--- src/rtl/rpnh_pkg.sv ---
`timescale 1ns / 1ps
package rpnh_pkg;

    localparam int W_COORD = 16;
    localparam int W_DIFF  = W_COORD + 1;
    localparam int W_PROD  = 2 * W_DIFF;
    localparam int W_ACC   = W_PROD + 2;
    localparam int W_NUM   = 35;
    localparam int W_DEN   = 33;
    localparam int W_Q     = 32;
    localparam int W_REM   = W_DEN + 1;
    localparam int W_CIDX  = 3;
    localparam int W_STEP  = 3;
    localparam int W_CNT   = 5;
    localparam int W_FRAC  = 16;

    localparam logic [W_STEP-1:0] LAST_STEP = W_STEP'(5);
    localparam logic [W_Q-1:0]    Q_SAT     = '1;

    typedef enum logic [W_CIDX-1:0] {
        CFG_QUERY_MODE  = 3'd0,
        CFG_ORIGIN_X    = 3'd1,
        CFG_ORIGIN_Y    = 3'd2,
        CFG_DIRECTION_X = 3'd3,
        CFG_DIRECTION_Y = 3'd4
    } t_cfg_idx;

    typedef enum logic [3:0] {
        S_IDLE,
        S_PREP,
        S_MUL,
        S_ACC,
        S_NORM,
        S_CHECK,
        S_DIV,
        S_UPDATE,
        S_DONE
    } t_state;

    typedef struct packed {
        logic signed [W_COORD-1:0] vertex_x;
        logic signed [W_COORD-1:0] vertex_y;
        logic                      polygon_end;
        logic                      query_end;
    } t_in_req;

    typedef struct packed {
        logic           hit_found;
        logic [W_Q-1:0] hit_distance;
    } t_out_req;

endpackage

--- src/rtl/ray_polygon_nearest_hit.sv ---
`timescale 1ns / 1ps
// Casts a 2D ray from the configured origin along the configured direction against polygon
// edges built from a stream of Q12.4 vertices, and on the request that ends a query returns
// whether an edge was hit and the least ray parameter t as unsigned Q16.16, saturated. One
// shared 17 by 17 multiplier forms the three cross products of an edge, one product at a time,
// and a radix-2 divider then finds t for an edge that qualifies, unless its t saturates. A vertex
// request opens no edge, the edge to it, or also the closing edge; the input stalls until they
// are done. A pending result does not block new vertices unless a second query ends first.
module ray_polygon_nearest_hit
    import rpnh_pkg::*;
(
    input  logic                i_clk,
    input  logic                i_rst_n,
    input  logic                i_in_valid,
    output logic                o_in_ready,
    input  t_in_req             i_in_data,
    output logic                o_out_valid,
    input  logic                i_out_ready,
    output t_out_req            o_out_data,
    input  logic                i_cfg_valid,
    output logic                o_cfg_ready,
    input  logic [W_CIDX-1:0]   i_cfg_index,
    input  logic [W_COORD-1:0]  i_cfg_data
);

    t_state r_state, n_state;

    logic                      r_mode;
    logic signed [W_COORD-1:0] r_ox, r_oy, r_dx, r_dy;

    logic signed [W_COORD-1:0] r_first_x, r_first_y, r_prev_x, r_prev_y;
    logic                      r_open;
    logic signed [W_COORD-1:0] r_ax, r_ay, r_vx, r_vy;
    logic                      r_has_b, r_qend, r_sel;
    logic                      n_sel;

    logic signed [W_DIFF-1:0]  r_cx, r_cy, r_wx, r_wy;
    logic [W_STEP-1:0]         r_step;
    logic signed [W_PROD-1:0]  r_prod;
    logic signed [W_ACC-1:0]   r_d, r_tn, r_un;
    logic signed [W_ACC-1:0]   r_dm, r_tm, r_um;
    logic [W_Q-1:0]            r_qv;
    logic [W_Q-1:0]            r_best;
    logic                      r_have;
    logic                      r_out_valid;
    t_out_req                  r_out;

    logic signed [W_COORD-1:0] ex_ax, ex_ay, ex_bx, ex_by;
    logic signed [W_DIFF-1:0]  mul_a, mul_b;
    logic signed [W_ACC-1:0]   prod_ext;
    logic                      accept, qualify, sat, div_start, div_done, emit;
    logic [W_Q-1:0]            div_quot;
    logic [51:0]               sat_num, sat_den;

    assign accept      = i_in_valid && o_in_ready;
    assign o_in_ready  = (r_state == S_IDLE);
    assign o_cfg_ready = 1'b1;

    always_ff @(posedge i_clk) begin
        if (!i_rst_n) begin
            r_mode <= 1'b0;
            r_ox   <= '0;
            r_oy   <= '0;
            r_dx   <= '0;
            r_dy   <= '0;
        end else if (i_cfg_valid) begin
            unique case (i_cfg_index)
                CFG_QUERY_MODE:  r_mode <= i_cfg_data[0];
                CFG_ORIGIN_X:    r_ox   <= i_cfg_data;
                CFG_ORIGIN_Y:    r_oy   <= i_cfg_data;
                CFG_DIRECTION_X: r_dx   <= i_cfg_data;
                CFG_DIRECTION_Y: r_dy   <= i_cfg_data;
                default: ;
            endcase
        end
    end

    assign ex_ax = r_sel ? r_vx : r_ax;
    assign ex_ay = r_sel ? r_vy : r_ay;
    assign ex_bx = r_sel ? r_first_x : r_vx;
    assign ex_by = r_sel ? r_first_y : r_vy;

    always_comb begin
        case (r_step)
            3'd0:    begin mul_a = W_DIFF'(r_dx); mul_b = r_cy; end
            3'd1:    begin mul_a = W_DIFF'(r_dy); mul_b = r_cx; end
            3'd2:    begin mul_a = r_wx;          mul_b = r_cy; end
            3'd3:    begin mul_a = r_wy;          mul_b = r_cx; end
            3'd4:    begin mul_a = r_wx;          mul_b = W_DIFF'(r_dy); end
            default: begin mul_a = r_wy;          mul_b = W_DIFF'(r_dx); end
        endcase
    end

    assign prod_ext = {{(W_ACC - W_PROD){r_prod[W_PROD-1]}}, r_prod};

    assign qualify = (r_dm != '0) && !r_um[W_ACC-1] && (r_um <= r_dm)
                     && (r_tm > 0) && !(r_mode && (r_tm >= r_dm));
    assign sat_num = {{(52 - W_NUM){1'b0}}, r_tm[W_NUM-1:0]};
    assign sat_den = {{(52 - W_DEN - W_FRAC){1'b0}}, r_dm[W_DEN-1:0], {W_FRAC{1'b0}}};
    assign sat     = sat_num >= sat_den;

    rpnh_div u_div (
        .i_clk   (i_clk),
        .i_rst_n (i_rst_n),
        .i_start (div_start),
        .i_num   (r_tm[W_NUM-1:0]),
        .i_den   (r_dm[W_DEN-1:0]),
        .o_done  (div_done),
        .o_quot  (div_quot)
    );

    always_ff @(posedge i_clk) begin
        if (!i_rst_n) begin
            r_state <= S_IDLE;
        end else begin
            r_state <= n_state;
        end
    end

    always_comb begin
        n_state   = r_state;
        n_sel     = r_sel;
        div_start = 1'b0;
        emit      = 1'b0;
        unique case (r_state)
            S_IDLE: begin
                if (accept) begin
                    if (r_open) begin
                        n_state = S_PREP;
                        n_sel   = 1'b0;
                    end else begin
                        n_state = S_DONE;
                    end
                end
            end
            S_PREP:  n_state = S_MUL;
            S_MUL:   n_state = S_ACC;
            S_ACC:   n_state = (r_step == LAST_STEP) ? S_NORM : S_MUL;
            S_NORM:  n_state = S_CHECK;
            S_CHECK: begin
                if (qualify && sat) begin
                    n_state = S_UPDATE;
                end else if (qualify) begin
                    n_state   = S_DIV;
                    div_start = 1'b1;
                end else if (!r_sel && r_has_b) begin
                    n_state = S_PREP;
                    n_sel   = 1'b1;
                end else begin
                    n_state = S_DONE;
                end
            end
            S_DIV: begin
                if (div_done) begin
                    n_state = S_UPDATE;
                end
            end
            S_UPDATE: begin
                if (!r_sel && r_has_b) begin
                    n_state = S_PREP;
                    n_sel   = 1'b1;
                end else begin
                    n_state = S_DONE;
                end
            end
            S_DONE: begin
                if (!r_qend) begin
                    n_state = S_IDLE;
                end else if (!r_out_valid || i_out_ready) begin
                    emit    = 1'b1;
                    n_state = S_IDLE;
                end
            end
            default: n_state = S_IDLE;
        endcase
    end

    always_ff @(posedge i_clk) begin
        if (!i_rst_n) begin
            r_open      <= 1'b0;
            r_have      <= 1'b0;
            r_best      <= '0;
            r_out_valid <= 1'b0;
            r_sel       <= 1'b0;
            r_step      <= '0;
        end else begin
            r_sel <= n_sel;
            if (accept) begin
                r_open <= !(i_in_data.polygon_end || i_in_data.query_end);
            end
            if (r_state == S_PREP) begin
                r_step <= '0;
            end else if (r_state == S_ACC) begin
                r_step <= r_step + 1'b1;
            end
            if (r_state == S_UPDATE && (!r_have || r_qv < r_best)) begin
                r_have <= 1'b1;
                r_best <= r_qv;
            end
            if (emit) begin
                r_have      <= 1'b0;
                r_best      <= '0;
                r_out_valid <= 1'b1;
            end else if (i_out_ready) begin
                r_out_valid <= 1'b0;
            end
        end
    end

    always_ff @(posedge i_clk) begin
        if (accept) begin
            r_ax    <= r_prev_x;
            r_ay    <= r_prev_y;
            r_vx    <= i_in_data.vertex_x;
            r_vy    <= i_in_data.vertex_y;
            r_prev_x <= i_in_data.vertex_x;
            r_prev_y <= i_in_data.vertex_y;
            r_has_b <= r_open && (i_in_data.polygon_end || i_in_data.query_end);
            r_qend  <= i_in_data.query_end;
            if (!r_open) begin
                r_first_x <= i_in_data.vertex_x;
                r_first_y <= i_in_data.vertex_y;
            end
        end
        if (r_state == S_PREP) begin
            r_cx <= W_DIFF'(ex_bx) - W_DIFF'(ex_ax);
            r_cy <= W_DIFF'(ex_by) - W_DIFF'(ex_ay);
            r_wx <= W_DIFF'(ex_ax) - W_DIFF'(r_ox);
            r_wy <= W_DIFF'(ex_ay) - W_DIFF'(r_oy);
            r_d  <= '0;
            r_tn <= '0;
            r_un <= '0;
        end
        if (r_state == S_MUL) begin
            r_prod <= mul_a * mul_b;
        end
        if (r_state == S_ACC) begin
            case (r_step)
                3'd0:    r_d  <= r_d + prod_ext;
                3'd1:    r_d  <= r_d - prod_ext;
                3'd2:    r_tn <= r_tn + prod_ext;
                3'd3:    r_tn <= r_tn - prod_ext;
                3'd4:    r_un <= r_un + prod_ext;
                default: r_un <= r_un - prod_ext;
            endcase
        end
        if (r_state == S_NORM) begin
            r_dm <= r_d[W_ACC-1] ? -r_d  : r_d;
            r_tm <= r_d[W_ACC-1] ? -r_tn : r_tn;
            r_um <= r_d[W_ACC-1] ? -r_un : r_un;
        end
        if (r_state == S_CHECK) begin
            r_qv <= Q_SAT;
        end else if (r_state == S_DIV && div_done) begin
            r_qv <= div_quot;
        end
        if (emit) begin
            r_out.hit_found    <= r_have;
            r_out.hit_distance <= r_have ? r_best : '0;
        end
    end

    assign o_out_valid = r_out_valid;
    assign o_out_data  = r_out;

endmodule

--- src/rtl/rpnh_div.sv ---
`timescale 1ns / 1ps
module rpnh_div
    import rpnh_pkg::*;
(
    input  logic             i_clk,
    input  logic             i_rst_n,
    input  logic             i_start,
    input  logic [W_NUM-1:0] i_num,
    input  logic [W_DEN-1:0] i_den,
    output logic             o_done,
    output logic [W_Q-1:0]   o_quot
);

    logic [W_REM-1:0] r_rem;
    logic [W_Q-1:0]   r_q;
    logic [W_CNT-1:0] r_cnt;
    logic             r_busy;
    logic             r_done;
    logic [W_REM:0]   trial;
    logic [W_REM:0]   diff;
    logic             ge;

    assign trial = {r_rem, r_q[W_Q-1]};
    assign ge    = trial >= {2'b00, i_den};
    assign diff  = trial - {2'b00, i_den};

    always_ff @(posedge i_clk) begin
        if (!i_rst_n) begin
            r_busy <= 1'b0;
            r_done <= 1'b0;
            r_cnt  <= '0;
        end else begin
            r_done <= 1'b0;
            if (i_start) begin
                r_busy <= 1'b1;
                r_cnt  <= '0;
            end else if (r_busy) begin
                r_cnt <= r_cnt + 1'b1;
                if (r_cnt == '1) begin
                    r_busy <= 1'b0;
                    r_done <= 1'b1;
                end
            end
        end
    end

    always_ff @(posedge i_clk) begin
        if (i_start) begin
            r_rem <= {{(W_REM - (W_NUM - W_FRAC)){1'b0}}, i_num[W_NUM-1:W_FRAC]};
            r_q   <= {i_num[W_FRAC-1:0], {(W_Q - W_FRAC){1'b0}}};
        end else if (r_busy) begin
            r_rem <= ge ? diff[W_REM-1:0] : trial[W_REM-1:0];
            r_q   <= {r_q[W_Q-2:0], ge};
        end
    end

    assign o_done = r_done;
    assign o_quot = r_q;

endmodule
--- config.mk ---
export PLATFORM = sky130hd
export DESIGN_NAME = ray_polygon_nearest_hit
export DESIGN_NICKNAME = d
export VERILOG_FILES = /design/src/rtl/rpnh_pkg.sv /design/src/rtl/ray_polygon_nearest_hit.sv /design/src/rtl/rpnh_div.sv
export SDC_FILE = /design/constraint.sdc
export NUM_CORES = 2
export LEC_CHECK = 0
export BUFFER_PORTS_ARGS = -buffer_cell sky130_fd_sc_hd__buf_4
export CAP_MARGIN = 20
export CORE_MARGIN = 5
export CORE_UTILIZATION = 66
export CTS_BUF_LIST = sky130_fd_sc_hd__clkbuf_4 sky130_fd_sc_hd__clkbuf_8
export CTS_CLUSTER_DIAMETER = 40
export CTS_CLUSTER_SIZE = 25
export DETAILED_ROUTE_END_ITERATION = 6
export PLACE_DENSITY = 0.83
export SLEW_MARGIN = 20
export SYNTH_ARGS = -nofsm -noshare
export SYNTH_HDL_FRONTEND = slang
export SYNTH_HIERARCHICAL = 1
export SYNTH_SLANG_ARGS = --single-unit
--- constraint.sdc ---
create_clock -name i_clk -period 23.2 [get_ports i_clk]
set_clock_uncertainty 0.2 [all_clocks]
set_input_delay 2.32 -clock i_clk [delete_from_list [all_inputs] [get_ports i_clk]]
set_output_delay 2.32 -clock i_clk [all_outputs]
set_load 0.01 [all_outputs]
======== Yosys cells after proc, flatten, opt, wreduce, memory -nomap -nowiden ========
Cells that the tools add are included.
operators by class
  mux-type cells .......................... 51
  $add $sub $neg .......................... 16
  multipliers ............................. 1
  divide/modulo/power cells ............... 0
  bitwise logic cells ..................... 3
  equality and inequality tests ........... 24
  shifts and indexed selects .............. 0
  order comparisons ....................... 6
  reduce and logical (&&, ||, !) cells .... 43
operators with widths
  cell                                                  count
  2-to-1 mux 36 bit                                     8
  one-hot mux 36 bit (2 select lines)                   3
  adder 36 x 34 -> 36 bit                               3
  negator 36 bit                                        3
  subtractor 36 x 34 -> 36 bit                          3
  one-hot mux 17 bit (3 select lines)                   2
  subtractor 16 x 16 -> 17 bit                          4
  2-to-1 mux 16 bit                                     4
  2-to-1 mux 32 bit                                     2
  >= comparator 35 x 49 -> 1 bit                        1
  2-to-1 mux 19 bit                                     2
  >= comparator 36 bit                                  1
  > comparator 36 x 1 -> 1 bit (second input constant)  1
  less-or-equal comparator 36 bit                       1
  one-hot mux 4 bit (9 select lines)                    1
  nonzero test 36 bit                                   1
  >= comparator 35 x 33 -> 1 bit                        1
  2-to-1 mux 35 bit                                     1
  multiplier 17 x 17 -> 34 bit                          1
  2-to-1 mux 34 bit                                     1
  subtractor 34 x 33 -> 34 bit                          1
  < comparator 32 bit                                   1
  2-to-1 mux 4 bit                                      8
  2-to-1 mux 1 bit                                      17
  other kinds (29)                                      73
word-level totals
  flip-flop bits (word level) ............. 662
  output and inout bits ................... 36
  memories kept ........................... 0
  memory bits (writable) .................. 0
  memory bits (read-only) ................. 0
  bits in latches ......................... 0
  word-level logic and storage cells ...... 186

======== Longest topological paths before layout ========
  depth in word-level cells ............... 9
  depth in mapped cells ................... 35
  depth with buffers taken out ............ 31

======== Cells and area by module ========
The synthesis kept the hierarchy.
modules (own cells, without submodules)
  module                   times used  cells an instance  area each (sq um)
  ray_polygon_nearest_hit  1           5198               47486.8
  rpnh_div                 1           591                5387.7

======== Worst setup path after synthesis ========
Ideal clock, no wire load.
  path type ............................... reg2reg
  start point ............................. register r_step[1]
  end point ............................... register r_prod[33], data pin
  buffers on the path ..................... 4
  setup time .............................. 0.264 ns
  cell stages (with the launch flop) ...... 34
  arrival ................................. 7.844 ns
  path slack .............................. 14.892 ns
  cell sequence ........................... dfxtp_1 inv_1 ha_1 nor2b_1 clkbuf_1 or2_2 clkbuf_1 buf_1 a222oi_1 nand2_1 o21ai_1 clkbuf_1 nor2_1 fa_1 inv_1 fa_1 fa_1 inv_1 fa_1 fa_1 inv_1 fa_1 inv_1 ha_1 or3_1 o22ai_1 o311ai_0 a21oi_1 o2111ai_1 a21oi_1 o21ai_0 a211o_1 o31ai_1 xnor2_1
between the ends
  longest elaborated chain between the ends .. 4
RTL lines
  item                                         line                            source
  start: declaration                           ray_polygon_nearest_hit.sv:38   logic [W_STEP-1:0] r_step;
  start signal: assignment                     ray_polygon_nearest_hit.sv:194  r_step <= r_step + 1'b1;
  == test 3 bit, or another cell as far along  ray_polygon_nearest_hit.sv:84   case (r_step)
  OR reduction 2 bit (no source line)          n/a
  one-hot mux 17 bit (3 select lines)          ray_polygon_nearest_hit.sv:84
  multiplier 17 x 17 -> 34 bit (*)             ray_polygon_nearest_hit.sv:235  r_prod <= mul_a * mul_b;
  end signal: assignment                       ray_polygon_nearest_hit.sv:235
  end: declaration                             ray_polygon_nearest_hit.sv:39   logic signed [W_PROD-1:0] r_prod;
Mark *: on every way between the ends. The rest lies on a longest branch, timed or not.
A chain may end at the register's enable or synchronous reset.

======== Worst setup path in the final report ========
  start point ............................. register r_step[2]
  end point ............................... register r_prod[33], data pin
Same word-level chain as after synthesis.

==> metrics.md <==
| Metric | Value |
|---|---|
| Outcome | finished, violations left |
| Failing checks | DRC |
| GPL Wtd Cong | between 1 and 1.5 |
| Clk sinks | roughly 660 |
| First-pass GRT wire length | around 240 mm |
| Post-synth net total | ~6600 |
| Residual DRC count | 29 |
| Initial antenna violation count | 3 |
| Distinct cell type count of the synthesized netlist | 102 |
| Top cell by count, worst path | fa_1 |
| Peak Freq | 0.1101 GHz |
| Synth async-reset ratio | 0% |
| Period utilisation layout | about two fifths |
| PwrDens | slightly above 50 mW/mm^2 |
| Synth Area in XOR/XNOR | slightly below 6% |
| I/O pin count | 94 |
| Share of the synthesized area in the top cell type | 21.35% |
| Die area | 0.08587 sq mm |
| Met3 Use GR | between 5 and 6% |
| Placed Instance Area | approximately 0.054 sq mm |
| # setup viols final | 0 |
| CTS H-tree depth | 3 |
| CP arrival | around 9.4 ns |
| Gr usage total | about a third |
| Simple-gate share of the synthesized area | between 15 and 20% |
| Share of the yosys chip area belonging to registers | between 30% and 40% |
| Die Ht | 293.0 um |
| Met1 usage | 43.19% |
| GRT Residual Overflow | 0 |
| Vias in the first global route | 42320 |
| Vias/cell | 6.228 |
| Max incr delay on CP | 0.59 ns |
| Relative slew slack | between 20 and 25% |
| Worst-path clk slew | roughly 0.090 ns |
| WP data required | around 23 ns |
| Drt total wl | about 150 mm |
| Setup Buffers After CTS | 0 |
| Synth warnings | 6 |
| Post-synthesis area per instance | slightly above 9 sq um |
| Final Cell Area | 0.05692 sq mm |
| PortBufs | a little over 90 |
| Initial cell density of the core | between 60 and 70% |
| Hold Vio Cnt, Final | 0 |
| Compound-Gate Fraction of Synth Area | 14.47% |
| CP Class | reg -> reg |
| CTS tree | built |
| Clock buffer depth | 3 |
| Number of synthesized flops with an enable pin | 376 |
| CORE AREA | 0.07926 sq mm |
| Final ANT Viol Nets | 0 |
| Register bit count reported by yosys | between 600 and 700 |
| TNS Setup | 0 ns |
| Post-cts resize count | 0 |
| Slew Limit Fails | 0 |
| Max FO, Critical Path | 40 |
| CTS root buf | clkbuf_8 |
| Class of the worst hold path | reg -> reg |
| Busiest layer in global routing | met2 |
| Detailed-route wire length per cell | 21.86 um |
| Hold slack | ~0.27 ns |
| Die width | ~300 um |
| GRT met2 Usage | between 50% and 60% |
| Main combinational cell family by area after synthesis | adder cells |
| Most common cell after layout, fill and taps aside | inv_1 |
| Peak supply drop | between 0.05 and 0.06 mV |
| Ranking of synthesized cells by area | edfxtp_1 (21%), fa_1 (12%), dfxtp_1 (11%), ha_1 (9.9%), xnor2_1 (4.6%) |
| 1st-pass router iterations | 7 |
| Post-CTS Hold Fix Bufs | 0 |
| Area leader, netlist | edfxtp_1 |
| Net count reported at finish | between 6000 and 7000 |
| Post-Synthesis Cells | a little under 6000 |
| Commonest non-fill, non-tap cells in the layout | inv_1 (639), nand2_1 (573), nor2_1 (468) |
| Skew-Pair Late Insertion Delay | 0.78 ns |
| Area Overhead vs Synth | 7.655% |
| HPWL after DPL | around 120 mm |
| Top FF cell, synth | edfxtp_1 |
| Fin crit period | approximately 9.1 ns |
| Post-Syn Area | 0.05287 sq mm |
| Critical Path Start Type | register |
| CP max stage cell | dfxtp_1 |
| MaxCap Viol Count | 0 |
| Initial DRC Count | around 4000 |
| Multiplexer area fraction after synthesis | between 2 and 3% |
| Maximum number of pins on one net before global-route repair | between 90 and 100 |
| Critical Path End Type | register |
| Pleak | roughly 0.024 uW |
| Layout cells sized above 1 | 7.906% |
| Tightest Pin Transition | 1.133 ns |
| Num CTS Buffers | 96 |
| DR vias | roughly 43000 |
| RSZ-0062 raised after global routing | false |
| Adder-cell area share of the yosys netlist | a little over a fifth |
| Number of placement rows | just over 100 |
-- area by class of cell --
type / count / area [sq um]
fill: 6068 / 22340
inverter: 642 / 2410
multi-input combinational: 4241 / 32610
timing repair buffer: 142 / 1066
clock inverter: 76 / 1071
clock buffer: 106 / 1415
sequential: 662 / 17020
antenna: 5 / 12.51
tap: 1050 / 1314
-- synth_stat cells (12+ instances only) --
| master | n |
|---|---|
| and2_1 | 43 |
| xnor2_1 | 275 |
| o21ai_0 | 275 |
| a22o_1 | 18 |
| o31ai_1 | 49 |
| a222oi_1 | 30 |
| nand2b_1 | 56 |
| nor4_1 | 36 |
| inv_1 | 641 |
| a211oi_1 | 37 |
| or2_2 | 24 |
| o41ai_1 | 16 |
| edfxtp_1 | 376 |
| o21ai_1 | 28 |
| buf_1 | 21 |
| nand2_1 | 575 |
| mux2i_1 | 73 |
| nor2_1 | 473 |
| a21o_1 | 129 |
| fa_1 | 304 |
| nor2b_1 | 48 |
| nor3_1 | 81 |
| mux2_2 | 53 |
| and3_1 | 38 |
| o21a_1 | 65 |
| a21oi_1 | 186 |
| dfxtp_1 | 286 |
| o21bai_1 | 22 |
| nor3b_1 | 17 |
| nand3_1 | 259 |
| xor2_1 | 84 |
| o211ai_1 | 18 |
| or4_1 | 37 |
| clkbuf_1 | 211 |
| a211o_1 | 12 |
| ha_1 | 420 |
| a21boi_0 | 86 |
| or3_1 | 76 |
| nand4_1 | 83 |
| a31oi_1 | 58 |
-- worst max-delay path: cells and delay by family, from the launching register on --
family	cells	cell delay [ns]
simple gates	5	1.27
compound gates	9	2.46
flops	1	0.59
xor+xnor	1	0.12
buf+inv	5	0.59
fa+ha+maj	8	3.57
-- flip-flops by register name (all words and copies together), names as in the netlist, 17 cells and up --
name,flops
o_out_data,33
r_best,32
r_cx,17
r_cy,17
r_d,36
r_dm,36
r_prod,34
r_qv,32
r_tm,36
r_tn,36
r_um,36
r_un,36
r_wx,17
r_wy,17
u_div/o_quot,32
u_div/r_rem,34
-- final timing paths --
kind              from    endpoint  slack, ns  depth (start not counted)
max reg2reg  r_step[2]  r_prod[33]      14.12                         28
max          r_step[2]  r_prod[33]      14.12                         28
min           r_ox[13]    r_ox[13]       0.27                          2
min reg2reg   r_ox[13]    r_ox[13]       0.27                          2
-- per-layer routing --
metal	share of wire [%]	wire, um	vias to the layer above
li1	-	-	20150
met1	39	58510	20700
met2	47	70430	1726
met3	6.8	10360	548
met4	7.9	12020	0
met5	0	0	-
-- metrics by stage --
step	util [%]	worst slack, ns	cells	total power, uW
floorplan	-	14.89	5789	1626
global placement	68.66	14.42	6737	1734
detailed placement	68.66	14.27	6737	1748
CTS	71.79	14.26	6919	2921
global route	71.82	13.65	6924	3033
finish	71.82	14.12	6924	2913
-- cell families after synthesis --
family                     count (synthesis)
AOI/OAI and AO/OA                       1135
muxes                                    127
and+or+nand+nor                         1895
buffers and inverters                    886
xor gates and xnor gates                 359
other                                      1
adders and majority gates                724
DFF                                      662
-- power by group --
part           internal, uW  leakage [uW]  switching, uW
clock                   613       0.00122            571
sequential             1280       0.00570           24.1
combinational           172        0.0175            255
total                  2060        0.0244            851
(Power assumes the default switching activity.)
